[src/rtl/bfd_pkg.sv]
// ----------------------------------------------------------------------------
// bfd_pkg
// shared types and constants of the biphase card frame decoder
// ----------------------------------------------------------------------------
package bfd_pkg;

    // configuration port
    localparam int CFG_INDEX_W = 4;
    localparam int DUR_W       = 16;

    localparam logic [CFG_INDEX_W-1:0] REG_SHORT_MIN = 4'd0;
    localparam logic [CFG_INDEX_W-1:0] REG_SHORT_MAX = 4'd1;
    localparam logic [CFG_INDEX_W-1:0] REG_LONG_MIN  = 4'd2;
    localparam logic [CFG_INDEX_W-1:0] REG_LONG_MAX  = 4'd3;

    localparam logic [DUR_W-1:0] SHORT_MIN_RST = 16'd136;
    localparam logic [DUR_W-1:0] SHORT_MAX_RST = 16'd376;
    localparam logic [DUR_W-1:0] LONG_MIN_RST  = 16'd392;
    localparam logic [DUR_W-1:0] LONG_MAX_RST  = 16'd632;

    // frame layout
    localparam int WIN_BITS    = 96;
    localparam int DEC_BYTES   = 9;
    localparam int DEC_BITS    = 72;
    localparam int GROUPS      = 18;
    localparam logic [5:0] PREAMBLE = 6'b111110;
    localparam logic [5:0] LEN_26   = 6'd26;
    localparam logic [5:0] LEN_36   = 6'd36;

    typedef enum logic [1:0] {
        PULSE_SHORT,
        PULSE_LONG,
        PULSE_BAD
    } pulse_class_t;

    typedef struct packed {
        logic [DUR_W-1:0] short_min;
        logic [DUR_W-1:0] short_max;
        logic [DUR_W-1:0] long_min;
        logic [DUR_W-1:0] long_max;
    } thresh_t;

    // item sitting behind the bit slicer, the window holds its state
    typedef struct packed {
        logic valid;
        logic pushed;
    } slice_t;

    typedef struct packed {
        logic        frame_valid;
        logic        format_36;
        logic [13:0] facility_code;
        logic [15:0] card_number;
        logic [15:0] profile_word;
        logic [7:0]  xor_key;
        logic [1:0]  check_digits;
    } result_t;

endpackage

[src/rtl/bfd_cfg_regs.sv]
// ----------------------------------------------------------------------------
// bfd_cfg_regs
// pulse window threshold registers with their write decoder
// ----------------------------------------------------------------------------
module bfd_cfg_regs (
    input  logic                              clk,
    input  logic                              rst_n,
    input  logic                              cfg_valid,
    output logic                              cfg_ready,
    input  logic [bfd_pkg::CFG_INDEX_W-1:0]   cfg_index,
    input  logic [bfd_pkg::DUR_W-1:0]         cfg_data,
    output bfd_pkg::thresh_t                  thresh
);

    bfd_pkg::thresh_t thresh_reg;
    bfd_pkg::thresh_t thresh_next;

    assign cfg_ready = 1'b1;
    assign thresh    = thresh_reg;

    // index decode, unknown indexes are dropped
    always_comb
    begin
        thresh_next = thresh_reg;
        if (cfg_valid)
        begin
            unique case (cfg_index)
                bfd_pkg::REG_SHORT_MIN: thresh_next.short_min = cfg_data;
                bfd_pkg::REG_SHORT_MAX: thresh_next.short_max = cfg_data;
                bfd_pkg::REG_LONG_MIN:  thresh_next.long_min  = cfg_data;
                bfd_pkg::REG_LONG_MAX:  thresh_next.long_max  = cfg_data;
                default:                thresh_next = thresh_reg;
            endcase
        end
    end

    always_ff @(posedge clk or negedge rst_n)
    begin
        if (!rst_n)
        begin
            thresh_reg.short_min <= bfd_pkg::SHORT_MIN_RST;
            thresh_reg.short_max <= bfd_pkg::SHORT_MAX_RST;
            thresh_reg.long_min  <= bfd_pkg::LONG_MIN_RST;
            thresh_reg.long_max  <= bfd_pkg::LONG_MAX_RST;
        end
        else
        begin
            thresh_reg <= thresh_next;
        end
    end

endmodule

[src/rtl/bfd_bit_slicer.sv]
// ----------------------------------------------------------------------------
// bfd_bit_slicer
// input register, pulse classification, half-bit pairing and bit window
// ----------------------------------------------------------------------------
module bfd_bit_slicer (
    input  logic                              clk,
    input  logic                              rst_n,
    input  logic                              in_valid,
    output logic                              in_ready,
    input  logic [bfd_pkg::DUR_W-1:0]         pulse_duration,
    input  bfd_pkg::thresh_t                  thresh,
    input  logic                              slice_ready,
    output bfd_pkg::slice_t                   slice,
    output logic [bfd_pkg::WIN_BITS-1:0]      window
);

    logic                          v0_reg;
    logic                          v0_next;
    logic [bfd_pkg::DUR_W-1:0]     dur_reg;
    logic                          v1_reg;
    logic                          v1_next;
    logic                          pushed_reg;
    logic                          pushed_next;
    logic                          pend_reg;
    logic                          pend_next;
    logic [bfd_pkg::WIN_BITS-1:0]  win_reg;
    logic [bfd_pkg::WIN_BITS-1:0]  win_next;
    logic                          s1_free;
    logic                          s0_load;
    logic                          in_xfer;
    bfd_pkg::pulse_class_t         pclass;

    // stage handshake
    assign s1_free  = !v1_reg || slice_ready;
    assign s0_load  = v0_reg && s1_free;
    assign in_ready = !v0_reg || s1_free;
    assign in_xfer  = in_valid && in_ready;

    assign slice.valid  = v1_reg;
    assign slice.pushed = pushed_reg;
    assign window       = win_reg;

    // pulse classification, short wins where the windows overlap
    always_comb
    begin
        if (dur_reg >= thresh.short_min && dur_reg <= thresh.short_max)
            pclass = bfd_pkg::PULSE_SHORT;
        else if (dur_reg >= thresh.long_min && dur_reg <= thresh.long_max)
            pclass = bfd_pkg::PULSE_LONG;
        else
            pclass = bfd_pkg::PULSE_BAD;
    end

    // half-bit pairing and window shift
    always_comb
    begin
        pend_next   = pend_reg;
        win_next    = win_reg;
        pushed_next = pushed_reg;
        if (s0_load)
        begin
            pushed_next = 1'b0;
            unique case (pclass)
                bfd_pkg::PULSE_SHORT:
                begin
                    if (!pend_reg)
                    begin
                        pend_next = 1'b1;
                    end
                    else
                    begin
                        win_next    = {win_reg[bfd_pkg::WIN_BITS-2:0], 1'b1};
                        pushed_next = 1'b1;
                        pend_next   = 1'b0;
                    end
                end
                bfd_pkg::PULSE_LONG:
                begin
                    if (!pend_reg)
                    begin
                        win_next    = {win_reg[bfd_pkg::WIN_BITS-2:0], 1'b0};
                        pushed_next = 1'b1;
                    end
                    else
                    begin
                        pend_next = 1'b0;
                    end
                end
                default:
                begin
                    pend_next = 1'b0;
                end
            endcase
        end
    end

    // stage valid bits
    always_comb
    begin
        if (in_xfer)
            v0_next = 1'b1;
        else if (s0_load)
            v0_next = 1'b0;
        else
            v0_next = v0_reg;

        if (s0_load)
            v1_next = 1'b1;
        else if (slice_ready)
            v1_next = 1'b0;
        else
            v1_next = v1_reg;
    end

    always_ff @(posedge clk or negedge rst_n)
    begin
        if (!rst_n)
        begin
            v0_reg     <= 1'b0;
            v1_reg     <= 1'b0;
            pushed_reg <= 1'b0;
            pend_reg   <= 1'b0;
            win_reg    <= '0;
        end
        else
        begin
            v0_reg     <= v0_next;
            v1_reg     <= v1_next;
            pushed_reg <= pushed_next;
            pend_reg   <= pend_next;
            win_reg    <= win_next;
        end
    end

    // captured duration
    always_ff @(posedge clk)
    begin
        if (in_xfer)
            dur_reg <= pulse_duration;
    end

endmodule

[src/rtl/bfd_frame_check.sv]
// ----------------------------------------------------------------------------
// bfd_frame_check
// frame checks on the bit window, field extraction and result register
// ----------------------------------------------------------------------------
module bfd_frame_check (
    input  logic                              clk,
    input  logic                              rst_n,
    input  bfd_pkg::slice_t                   slice,
    input  logic [bfd_pkg::WIN_BITS-1:0]      window,
    output logic                              slice_ready,
    output logic                              out_valid,
    input  logic                              out_ready,
    output bfd_pkg::result_t                  result
);

    logic                                  out_valid_reg;
    logic                                  out_valid_next;
    bfd_pkg::result_t                      result_reg;
    bfd_pkg::result_t                      result_next;
    logic                                  take;
    logic                                  preamble_ok;
    logic                                  stuff_ok;
    logic                                  parity_ok;
    logic                                  is_26;
    logic                                  is_36;
    logic [5:0]                            len_code;
    logic [bfd_pkg::DEC_BYTES-1:0][7:0]    raw;
    logic [bfd_pkg::DEC_BYTES-1:0][7:0]    dec;
    logic [bfd_pkg::DEC_BITS-1:0]          stream;

    assign slice_ready = !out_valid_reg || out_ready;
    assign take        = slice.valid && slice_ready;
    assign out_valid   = out_valid_reg;
    assign result      = result_reg;

    // preamble and zero stuffing bit in every group of five
    always_comb
    begin
        preamble_ok = (window[bfd_pkg::WIN_BITS-1 -: 6] == bfd_pkg::PREAMBLE);
        stuff_ok    = 1'b1;
        for (int g = 0; g < bfd_pkg::GROUPS; g++)
        begin
            if (window[bfd_pkg::WIN_BITS-1-(10+5*g)])
                stuff_ok = 1'b0;
        end
    end

    // regroup data bits into bytes, reversed within each byte
    always_comb
    begin
        for (int j = 0; j < bfd_pkg::DEC_BITS; j++)
            raw[j/8][j%8] = window[bfd_pkg::WIN_BITS-1-(6+5*(j/4)+(j%4))];
    end

    // descramble with the first byte
    always_comb
    begin
        dec[0] = raw[0];
        for (int k = 1; k < bfd_pkg::DEC_BYTES; k++)
            dec[k] = raw[k] ^ raw[0];
    end

    // msb-first bit stream, stream bit i sits at index 71-i
    always_comb
    begin
        for (int i = 0; i < bfd_pkg::DEC_BITS; i++)
            stream[bfd_pkg::DEC_BITS-1-i] = dec[i/8][7-(i%8)];
    end

    // length code and wiegand parity
    always_comb
    begin
        len_code = stream[63:58];
        is_26    = (len_code == bfd_pkg::LEN_26);
        is_36    = (len_code == bfd_pkg::LEN_36);
        if (is_26)
            parity_ok = (stream[39] == ^stream[38:27]) && (stream[14] == ~^stream[26:15]);
        else if (is_36)
            parity_ok = (stream[39] == ^stream[38:22]) && (stream[4] == ~^stream[21:5]);
        else
            parity_ok = 1'b0;
    end

    // result fields, all zero unless a pushed bit completed a good frame
    always_comb
    begin
        result_next = '0;
        if (slice.pushed && preamble_ok && stuff_ok && parity_ok)
        begin
            result_next.frame_valid  = 1'b1;
            result_next.format_36    = is_36;
            result_next.profile_word = stream[55:40];
            result_next.xor_key      = dec[0];
            result_next.check_digits = stream[57:56];
            if (is_36)
            begin
                result_next.facility_code = stream[38:25];
                result_next.card_number   = stream[20:5];
            end
            else
            begin
                result_next.facility_code = {6'd0, stream[38:31]};
                result_next.card_number   = stream[30:15];
            end
        end
    end

    // output register valid
    always_comb
    begin
        if (take)
            out_valid_next = 1'b1;
        else if (out_ready)
            out_valid_next = 1'b0;
        else
            out_valid_next = out_valid_reg;
    end

    always_ff @(posedge clk or negedge rst_n)
    begin
        if (!rst_n)
            out_valid_reg <= 1'b0;
        else
            out_valid_reg <= out_valid_next;
    end

    always_ff @(posedge clk)
    begin
        if (take)
            result_reg <= result_next;
    end

endmodule

[src/rtl/biphase_rfid_frame_decoder_unit.sv]
// ----------------------------------------------------------------------------
// biphase_rfid_frame_decoder_unit
// biphase pulse-width decoder for 26- and 36-bit wiegand card frames
// ----------------------------------------------------------------------------
//  channel   handshake             payload
//  input     in_valid / in_ready   pulse_duration
//  result    out_valid / out_ready frame_valid .. check_digits
//  config    cfg_valid / cfg_ready cfg_index, cfg_data
//
//  one result per input transfer, one transfer per cycle sustained while out_ready stays high
//  after its input transfer a result passes the input register, the
//  window update register and the result register, in that order
//  the rate is set by the half-bit flag and 96-bit window loop
//  reset clears all valid bits, the pending flag and the window, thresholds reload
//  each stage has its own ready, so bubbles fill while a result is held
// ----------------------------------------------------------------------------
module biphase_rfid_frame_decoder_unit (
    input  logic                              clk,
    input  logic                              rst_n,
    input  logic                              in_valid,
    output logic                              in_ready,
    input  logic [15:0]                       pulse_duration,
    output logic                              out_valid,
    input  logic                              out_ready,
    output logic                              frame_valid,
    output logic                              format_36,
    output logic [13:0]                       facility_code,
    output logic [15:0]                       card_number,
    output logic [15:0]                       profile_word,
    output logic [7:0]                        xor_key,
    output logic [1:0]                        check_digits,
    input  logic                              cfg_valid,
    output logic                              cfg_ready,
    input  logic [bfd_pkg::CFG_INDEX_W-1:0]   cfg_index,
    input  logic [15:0]                       cfg_data
);

    bfd_pkg::thresh_t                  thresh;
    bfd_pkg::slice_t                   slice;
    bfd_pkg::result_t                  result;
    logic [bfd_pkg::WIN_BITS-1:0]      window;
    logic                              slice_ready;

    bfd_cfg_regs u_cfg (
        .clk       (clk),
        .rst_n     (rst_n),
        .cfg_valid (cfg_valid),
        .cfg_ready (cfg_ready),
        .cfg_index (cfg_index),
        .cfg_data  (cfg_data),
        .thresh    (thresh)
    );

    bfd_bit_slicer u_slicer (
        .clk            (clk),
        .rst_n          (rst_n),
        .in_valid       (in_valid),
        .in_ready       (in_ready),
        .pulse_duration (pulse_duration),
        .thresh         (thresh),
        .slice_ready    (slice_ready),
        .slice          (slice),
        .window         (window)
    );

    bfd_frame_check u_check (
        .clk         (clk),
        .rst_n       (rst_n),
        .slice       (slice),
        .window      (window),
        .slice_ready (slice_ready),
        .out_valid   (out_valid),
        .out_ready   (out_ready),
        .result      (result)
    );

    // result fields
    assign frame_valid   = result.frame_valid;
    assign format_36     = result.format_36;
    assign facility_code = result.facility_code;
    assign card_number   = result.card_number;
    assign profile_word  = result.profile_word;
    assign xor_key       = result.xor_key;
    assign check_digits  = result.check_digits;

endmodule

[config.mk]
export PLATFORM = sky130hd
export DESIGN_NAME = biphase_rfid_frame_decoder_unit
export DESIGN_NICKNAME = d
export VERILOG_FILES = /design/src/rtl/bfd_pkg.sv /design/src/rtl/bfd_cfg_regs.sv /design/src/rtl/bfd_bit_slicer.sv /design/src/rtl/bfd_frame_check.sv /design/src/rtl/biphase_rfid_frame_decoder_unit.sv
export SDC_FILE = /design/constraint.sdc
export NUM_CORES = 1
export LEC_CHECK = 0
export ABC_AREA = 1
export CAP_MARGIN = 20
export CORE_ASPECT_RATIO = 0.5
export CORE_MARGIN = 5
export CORE_UTILIZATION = 60
export CTS_BUF_LIST = sky130_fd_sc_hd__clkbuf_2 sky130_fd_sc_hd__clkbuf_4 sky130_fd_sc_hd__clkbuf_8
export CTS_CLUSTER_SIZE = 16
export DETAILED_ROUTE_END_ITERATION = 10
export DONT_BUFFER_PORTS = 1
export PLACE_DENSITY = 0.88
export RECOVER_POWER = 100
export SLEW_MARGIN = 20
export SYNTH_ARGS = -nofsm -noshare
export SYNTH_HDL_FRONTEND = slang
export SYNTH_HIERARCHICAL = 1
export SYNTH_SLANG_ARGS = --single-unit
[constraint.sdc]
create_clock -name clk -period 8.7 [get_ports clk]
set_input_delay 0.435 -clock clk [delete_from_list [all_inputs] [get_ports clk]]
set_output_delay 0.435 -clock clk [all_outputs]
set_load 0.005 [all_outputs]
==> results of run 1 <==
[final timing paths]
| check | slack (ns) | end | startpoint |
|---|---|---|---|
| setup / recovery | 3.21 | u_slicer/window[72] | u_cfg/thresh[23] |
| hold / removal | 0.03 | u_cfg/thresh[6] | cfg_data[6] |
| setup reg to reg | 3.21 | u_slicer/window[72] | u_cfg/thresh[23] |
| hold reg to reg | 0.46 | u_cfg/thresh[23] | u_cfg/thresh[23] |
| max in group asynchronous | 4.47 | u_slicer/window[29] | rst_n |
| min in group asynchronous | 1.75 | u_cfg/thresh[48] | rst_n |
[layer usage]
layer  vias to the layer above  track usage  share of wire
met3                        68       0.0562          0.087
met4                         0       0.0760          0.024
met5                         -            0              0
li1                       5195            -              -
met2                       457        0.403           0.47
met1                      5024        0.315           0.42
[area by class of cell]
| type | count | area (um2) |
|---|---|---|
| Inverter | 136 | 510 |
| Fill cell | 1736 | 7480 |
| Timing Repair Buffer | 35 | 319 |
| Tap cell | 300 | 375 |
| Antenna cell | 1 | 2.50 |
| Multi-Input combinational cell | 1165 | 5970 |
| Clock buffer | 61 | 727 |
| Sequential cell | 239 | 6370 |
| Clock inverter | 4 | 23.8 |
[cell usage in the layout, fill, tap and decap left out, drive strengths merged]
cell	netlist	final
nand3	129	129
conb	1	1
inv	136	136
nor3	5	5
dfstp	15	15
o21a	1	1
nor4b	1	1
nand4	72	72
edfxtp	74	74
dfrtp	150	150
nor4	4	4
xor2	28	28
a21oi	27	27
nand3b	3	3
nand2	652	652
o21bai	3	3
buf	58	3
clkinv	0	4
xnor2	51	51
a21o	2	2
dlygate4sd3	0	28
diode	0	1
clkbuf	19	65
and3	1	1
a21boi	1	1
o21ai	31	31
nor2	89	89
ha	64	64
[repair_timing]
item                                    in CTS  in global routing
gates resized for setup                      0                  0
endpoints found under the setup margin       0                  0
endpoints found under the hold margin      194                  0
hold buffers                                29                  0
[kinds of logic after synthesis]
family / count (synthesis)
compound gates: 65
xor+xnor: 79
fa+ha+maj: 64
buf+inv: 213
flops: 239
other cells: 1
simple gates: 956
[per-stage QoR]
step	cell area [um2]	power [W]	cells	utilization
after floorplan	13400	0.00194	1617	-
after global placement	13300	0.00204	1846	0.612
after detailed placement	13300	0.00207	1846	0.612
after CTS	14400	0.00307	1940	0.661
after global routing	14300	0.00325	1941	0.656
final	14300	0.00306	1941	0.656
[Yosys cell counts, drive strengths merged, types with 2 or more instances]
library cell	n
o21ai	31
o21bai	3
xnor2	51
clkbuf	19
xor2	28
dfstp	15
buf	58
edfxtp	74
nand4	72
nand3	129
nor3	5
ha	64
nand3b	3
a21o	2
dfrtp	150
inv	136
nand2	652
nor2	89
a21oi	27
nor4	4
[power groups by stage]
stage | Clock (W) | Sequential, W | Combinational (W)
3_3_place_gp | 0 | 0.00144 | 0.000597
5_1_grt | 0.00104 | 0.00145 | 0.000752
2_1_floorplan | 0 | 0.00142 | 0.000519
3_5_place_dp | 0 | 0.00145 | 0.000622
6_report | 0.000963 | 0.00143 | 0.000664
4_1_cts | 0.000988 | 0.00143 | 0.000654
[worst max-delay path: cells and delay by family (launching register included)]
kind / cells / cell delay, ns
compound gates: 2 / 0.29
flops: 1 / 0.53
simple gates: 9 / 1.72
fa+ha+maj: 1 / 0.30
buf+inv: 3 / 2.51
==> flow_summary.ini, run 1 <==
[outcome]
status = complete, but fails checks
violations = capacitance limit, slew limit

[critical_path]
crit_arrival_ns = 5.95
crit_slowest_cell = clkbuf_1
cp-start-kind = register
critPathKind = reg -> reg
worstPathMaxFanout = 96
cpMostUsedCell = nand2_1
end_kind = register
cp_slowest_stage_delay_ns = 2.08
reg2reg_depth = 15
cp.required_ns = 9.15
crit_chain = inv_1 -> ha_1 -> a21oi_1 -> nand2_1 -> nor2_1 -> nand2_1 -> nand3_1 -> nand2_1 -> nand2_1 -> o21ai_4 -> buf_4 -> nand2_1 -> clkbuf_1 -> nand2_1 -> nand2_1

[global_route]
grt_usage = 0.239
grt_max_degree = 166
grt_overflow = 0
grt_pass1_wl_um = 50500
grt_antenna_before_repair = 1
grt_pass1_vias = 10300

[detailed_routing]
totalWireLength_um = 30800
drcViolationCount = 0
dr_total_vias = 10700
vias_per_cell = 5.54
ant_nets = 0
drt_iter0_drc = 1094
wl_per_cell_um = 15.9
drt_pass1_iterations = 6

[logic_synthesis]
syn-num-nets = 1722
synth-seq-cells = 239
yosys.area_share.simple = 0.307
synthDistinctLibCells = 39
synth-warning-count = 6
mappedNetlistArea_um2 = 13400
synth_xor_area_frac = 0.0551
syn_inst = 1617
synth.avg_cell_area_um2 = 8.27
synth_fa_ha_area_frac = 0.0599
synth_compound_area_frac = 0.0268
synth_top_family_by_area = simple AND/OR/NAND/NOR gates
synth_mux_area_frac = 0
synth.yosys.seq_area_share = 0.476
yosys_most_used_dff = dfrtp_1
synth_edf_count = 74
yosysTopAreaCell = dfrtp_1
async_flop_share = 0.690
synth_top_area_frac = 0.281
synth_area_leaders = dfrtp_1 (28%), nand2_1 (18%), edfxtp_1 (17%), ha_1 (6.0%), nand3_1 (4.6%)

[placement]
gp_congestion = 0.862
port_buffers = 0
dp_slack_ns = 4.89
dp.final_hpwl_um = 19300

[power]
p_comb_frac = 0.217
ir_drop_v = 0.000154
clockPowerShare = 0.315
switching_power_w = 0.00100
seq_power_share = 0.468
p_leak_nw = 7.30
p_sw_frac = 0.328
p_per_area_nw_per_um2 = 214
internal_power_w = 0.00206

[floorplan]
die_area_um2 = 25600
core-area_um2 = 21800
start_util = 0.614
die_w_um = 221
die_h_um = 116
row_count = 38
ioPinCount = 102

[timing]
holdWs_ns = 0.0305
fin_crit_ns = 5.49
worst_pin_slew_ns = 4.08
relSlewSlack = -1.72
period_share = 0.631
fin_ws_ns = 3.21
drv_slew = 416
finalHoldViolCount = 0
setup_viol = 0
skew_ns = 0.0266
fmax_ghz = 0.182
rsz0062_at_grt = no
final.setup.tns_ns = 0

[clock_network]
clk_latency_ns = 0.54
numCtsBuffers = 36
root_buffer = clkbuf_8
cts_tree = built
clockBufferDepth = 3
post-cts-setup-buffers = 0
h-tree-depth = 2
clock-sinks = 239
cts.clk_slew.worst_paths_ns = 0.07

[final_layout]
area_delta_synth_final_pct = 6.90
largest_register_ff_count = 96
drive_gt1_frac = 0.0768
layout.nets = 1718

[min_path]
hold_path_class = in -> reg
whs_path_depth = 2

[flow_run]
cap_violations = 5
Power figures use the tool's default switching activity.
==> run 2: changes to the inputs <==
- ABC_AREA: 1 -> 0
- clock period: 8.7 -> 5.5 ns (I/O delays scaled with it)
==> run 2 against run 1 <==
Net effect:
- the run still ends with capacitance limit, slew limit left
- critical path depth shrank 5
- clock power rose by 55%
- utilization up 0.37 points
- non-clock buffer count up 8
- area after synthesis decreased by 10%
- sequential share of layout area is 4.8 points higher
- die area shrank 9.5%
- synthesized cell count down 46%
- combinational power rose by 10%
- clock skew is 0.00053 ns higher
- register-to-register slack lost 2.2 ns
- sequential cell count unchanged
- critical path type unchanged
- largest power group unchanged
- highest routed layer is now met5
==> flow_summary.ini, run 2 <==
[outcome]
status = complete, but fails checks
violations = capacitance limit, slew limit

[clock_network]
h-tree-depth = 2
cts_tree = built
post-cts-setup-buffers = 0
root_buffer = clkbuf_8
post_cts_resized = 0
cts_hold_buf = 36
cts.clk_slew.worst_paths_ns = 0.07
clk_latency_ns = 0.54
clockBufferDepth = 3
numCtsBuffers = 34
clock-sinks = 239

[critical_path]
crit_slowest_cell = clkbuf_2
critPathKind = reg -> reg
cp-start-kind = register
end_kind = register
reg2reg_depth = 10
regToRegEndpoint = u_slicer/window[52]
worstPathBufferInverterCount = 2
rrSetupSlack_ns = 1.05
crit_chain = inv_1 -> ha_1 -> a21oi_1 -> o21ai_0 -> a221oi_1 -> o211a_2 -> o21a_1 -> o21ai_4 -> clkbuf_2 -> mux2_2
worstPathMaxFanout = 56
cp.required_ns = 5.91
crit_arrival_ns = 4.86
crit_family = compound AO/OA/AOI/OAI gates
r2r-start = u_cfg/thresh[37]
cp_slowest_stage_delay_ns = 1.16

[logic_synthesis]
syn_inst = 881
synth-seq-cells = 239
synth_top_area_frac = 0.313
synth.avg_cell_area_um2 = 13.6
syn-num-nets = 986
yosys_most_used_dff = dfrtp_1
synth_edf_count = 74
synth.most_common_cell = dfrtp_1
synth_area_leaders = dfrtp_1 (31%), edfxtp_1 (19%), mux2_2 (11%), ha_1 (6.7%), mux2_4 (4.9%)
async_flop_share = 0.690
synth_common_cells = dfrtp_1 (150), mux2_2 (120), edfxtp_1 (74)
synthDistinctLibCells = 56
synth-warning-count = 6
yosysTopAreaCell = dfrtp_1
mappedNetlistArea_um2 = 12000
synth.yosys.seq_area_share = 0.530

[detailed_routing]
dr_total_vias = 7008
ant_nets = 0
totalWireLength_um = 24400
drt_iter0_drc = 471
vias_per_cell = 5.79
wl_per_cell_um = 20.1
drt_pass1_iterations = 5
drcViolationCount = 0

[placement]
port_buffers = 0
gp_congestion = 0.879
dp.final_hpwl_um = 16000

[timing]
fmax_ghz = 0.225
drv_slew = 59
finalHoldViolCount = 0
period_share = 0.809
skew_ns = 0.0272
setup_viol = 0
final.setup.tns_ns = 0
fin_crit_ns = 4.45
worst_pin_slew_ns = 3.05
rsz0062_at_grt = no
relSlewSlack = -1.04

[final_layout]
nFillCells = 1423
final_cell_mix = dfrtp_1 (150), mux2_2 (120), edfxtp_1 (74), a21oi_1 (65)
fin_util = 0.660
layout.nets = 1023
area_delta_synth_final_pct = 7.46
mostFrequentLayoutCell = dfrtp_1
largest_register_ff_count = 96
drive_gt1_frac = 0.226

[floorplan]
ioPinCount = 102
die_area_um2 = 23100
start_util = 0.614
die_h_um = 110
row_count = 36
die_w_um = 210
core-area_um2 = 19500

[power]
p_total_w = 0.00438
p_leak_nw = 5.77
p_per_area_nw_per_um2 = 339
ir_drop_v = 0.000206

[global_route]
grt_max_degree = 166
grt_pass1_wl_um = 39700
grt_pass1_vias = 7547
grt_usage = 0.216
grt_antenna_before_repair = 2
grt_overflow = 0

[flow_run]
cap_violations = 1

[min_path]
hold_path_class = in -> async
run 2: cell count changes after synthesis, sizes merged, moves of 21 or more:
cell   previous run  this run
nand4            72        14
inv             136        64
a21oi            27        65
nand2           652        20
o21ai            31        10
nand3           129         8
nor2             89        30
buf              58        33
mux2              0       159
run 2: logic make-up after synthesis:
group	synth area share
adders and majority gates	0.0667
muxes	0.167
DFF	0.530
AOI/OAI and AO/OA	0.0672
xor gates and xnor gates	0.0744
and+or+nand+nor	0.0459
other	0.000312
buffers and inverters	0.0479
run 2: area by class of cell:
type / count / area, um2 / area share
multi-input combinational: 536 / 4810 / 0.373
inverter: 64 / 240 / 0.0186
sequential: 239 / 6370 / 0.494
clock inverter: 7 / 66.3 / 0.00514
clock buffer: 55 / 657 / 0.0509
tap: 266 / 333 / 0.0258
antenna: 1 / 2.50 / 0.000194
timing repair buffer: 43 / 424 / 0.0329
run 2: stage by stage:
stage / instance area (um2) / setup slack, ns / std cells / hold WS, ns
floorplan: 12000 / 2.86 / 881 / -0.0206
global placement: 12100 / 1.72 / 1111 / -0.0154
finish: 12900 / 1.05 / 1211 / 0.307
global route: 12900 / 0.894 / 1211 / 0.342
detailed placement: 12100 / 1.57 / 1111 / -0.0167
CTS: 13200 / 1.49 / 1209 / 0.338
run 2: per-layer routing:
metal,vias to the layer above,global-route usage,routed length (um)
met3,61,0.0489,1330
li1,3213,-,-
met2,221,0.372,11800
met4,2,0.0717,605
met1,3511,0.277,10600
met5,-,0,13
run 2: worst max path at each step:
stage | startpoint | endpoint | slack [ns] | cells after the start
4_1_cts | u_slicer/window[81] | u_check/result[29] | 1.49 | 7
6_report | u_cfg/thresh[37] | u_slicer/window[52] | 1.05 | 10
5_1_grt | u_cfg/thresh[37] | u_slicer/window[16] | 0.89 | 10
3_5_place_dp | u_slicer/window[81] | u_check/result[29] | 1.57 | 7
3_3_place_gp | u_slicer/window[90] | u_check/result[29] | 1.72 | 5
2_1_floorplan | u_cfg/thresh[37] | u_slicer/window[53] | 2.86 | 10
run 2: power by group:
part / internal, W / switching, W / total [W]
combinational: 0.000345 / 0.000387 / 0.000732
sequential: 0.00204 / 0.000116 / 0.00216
clock: 0.000810 / 0.000677 / 0.00149
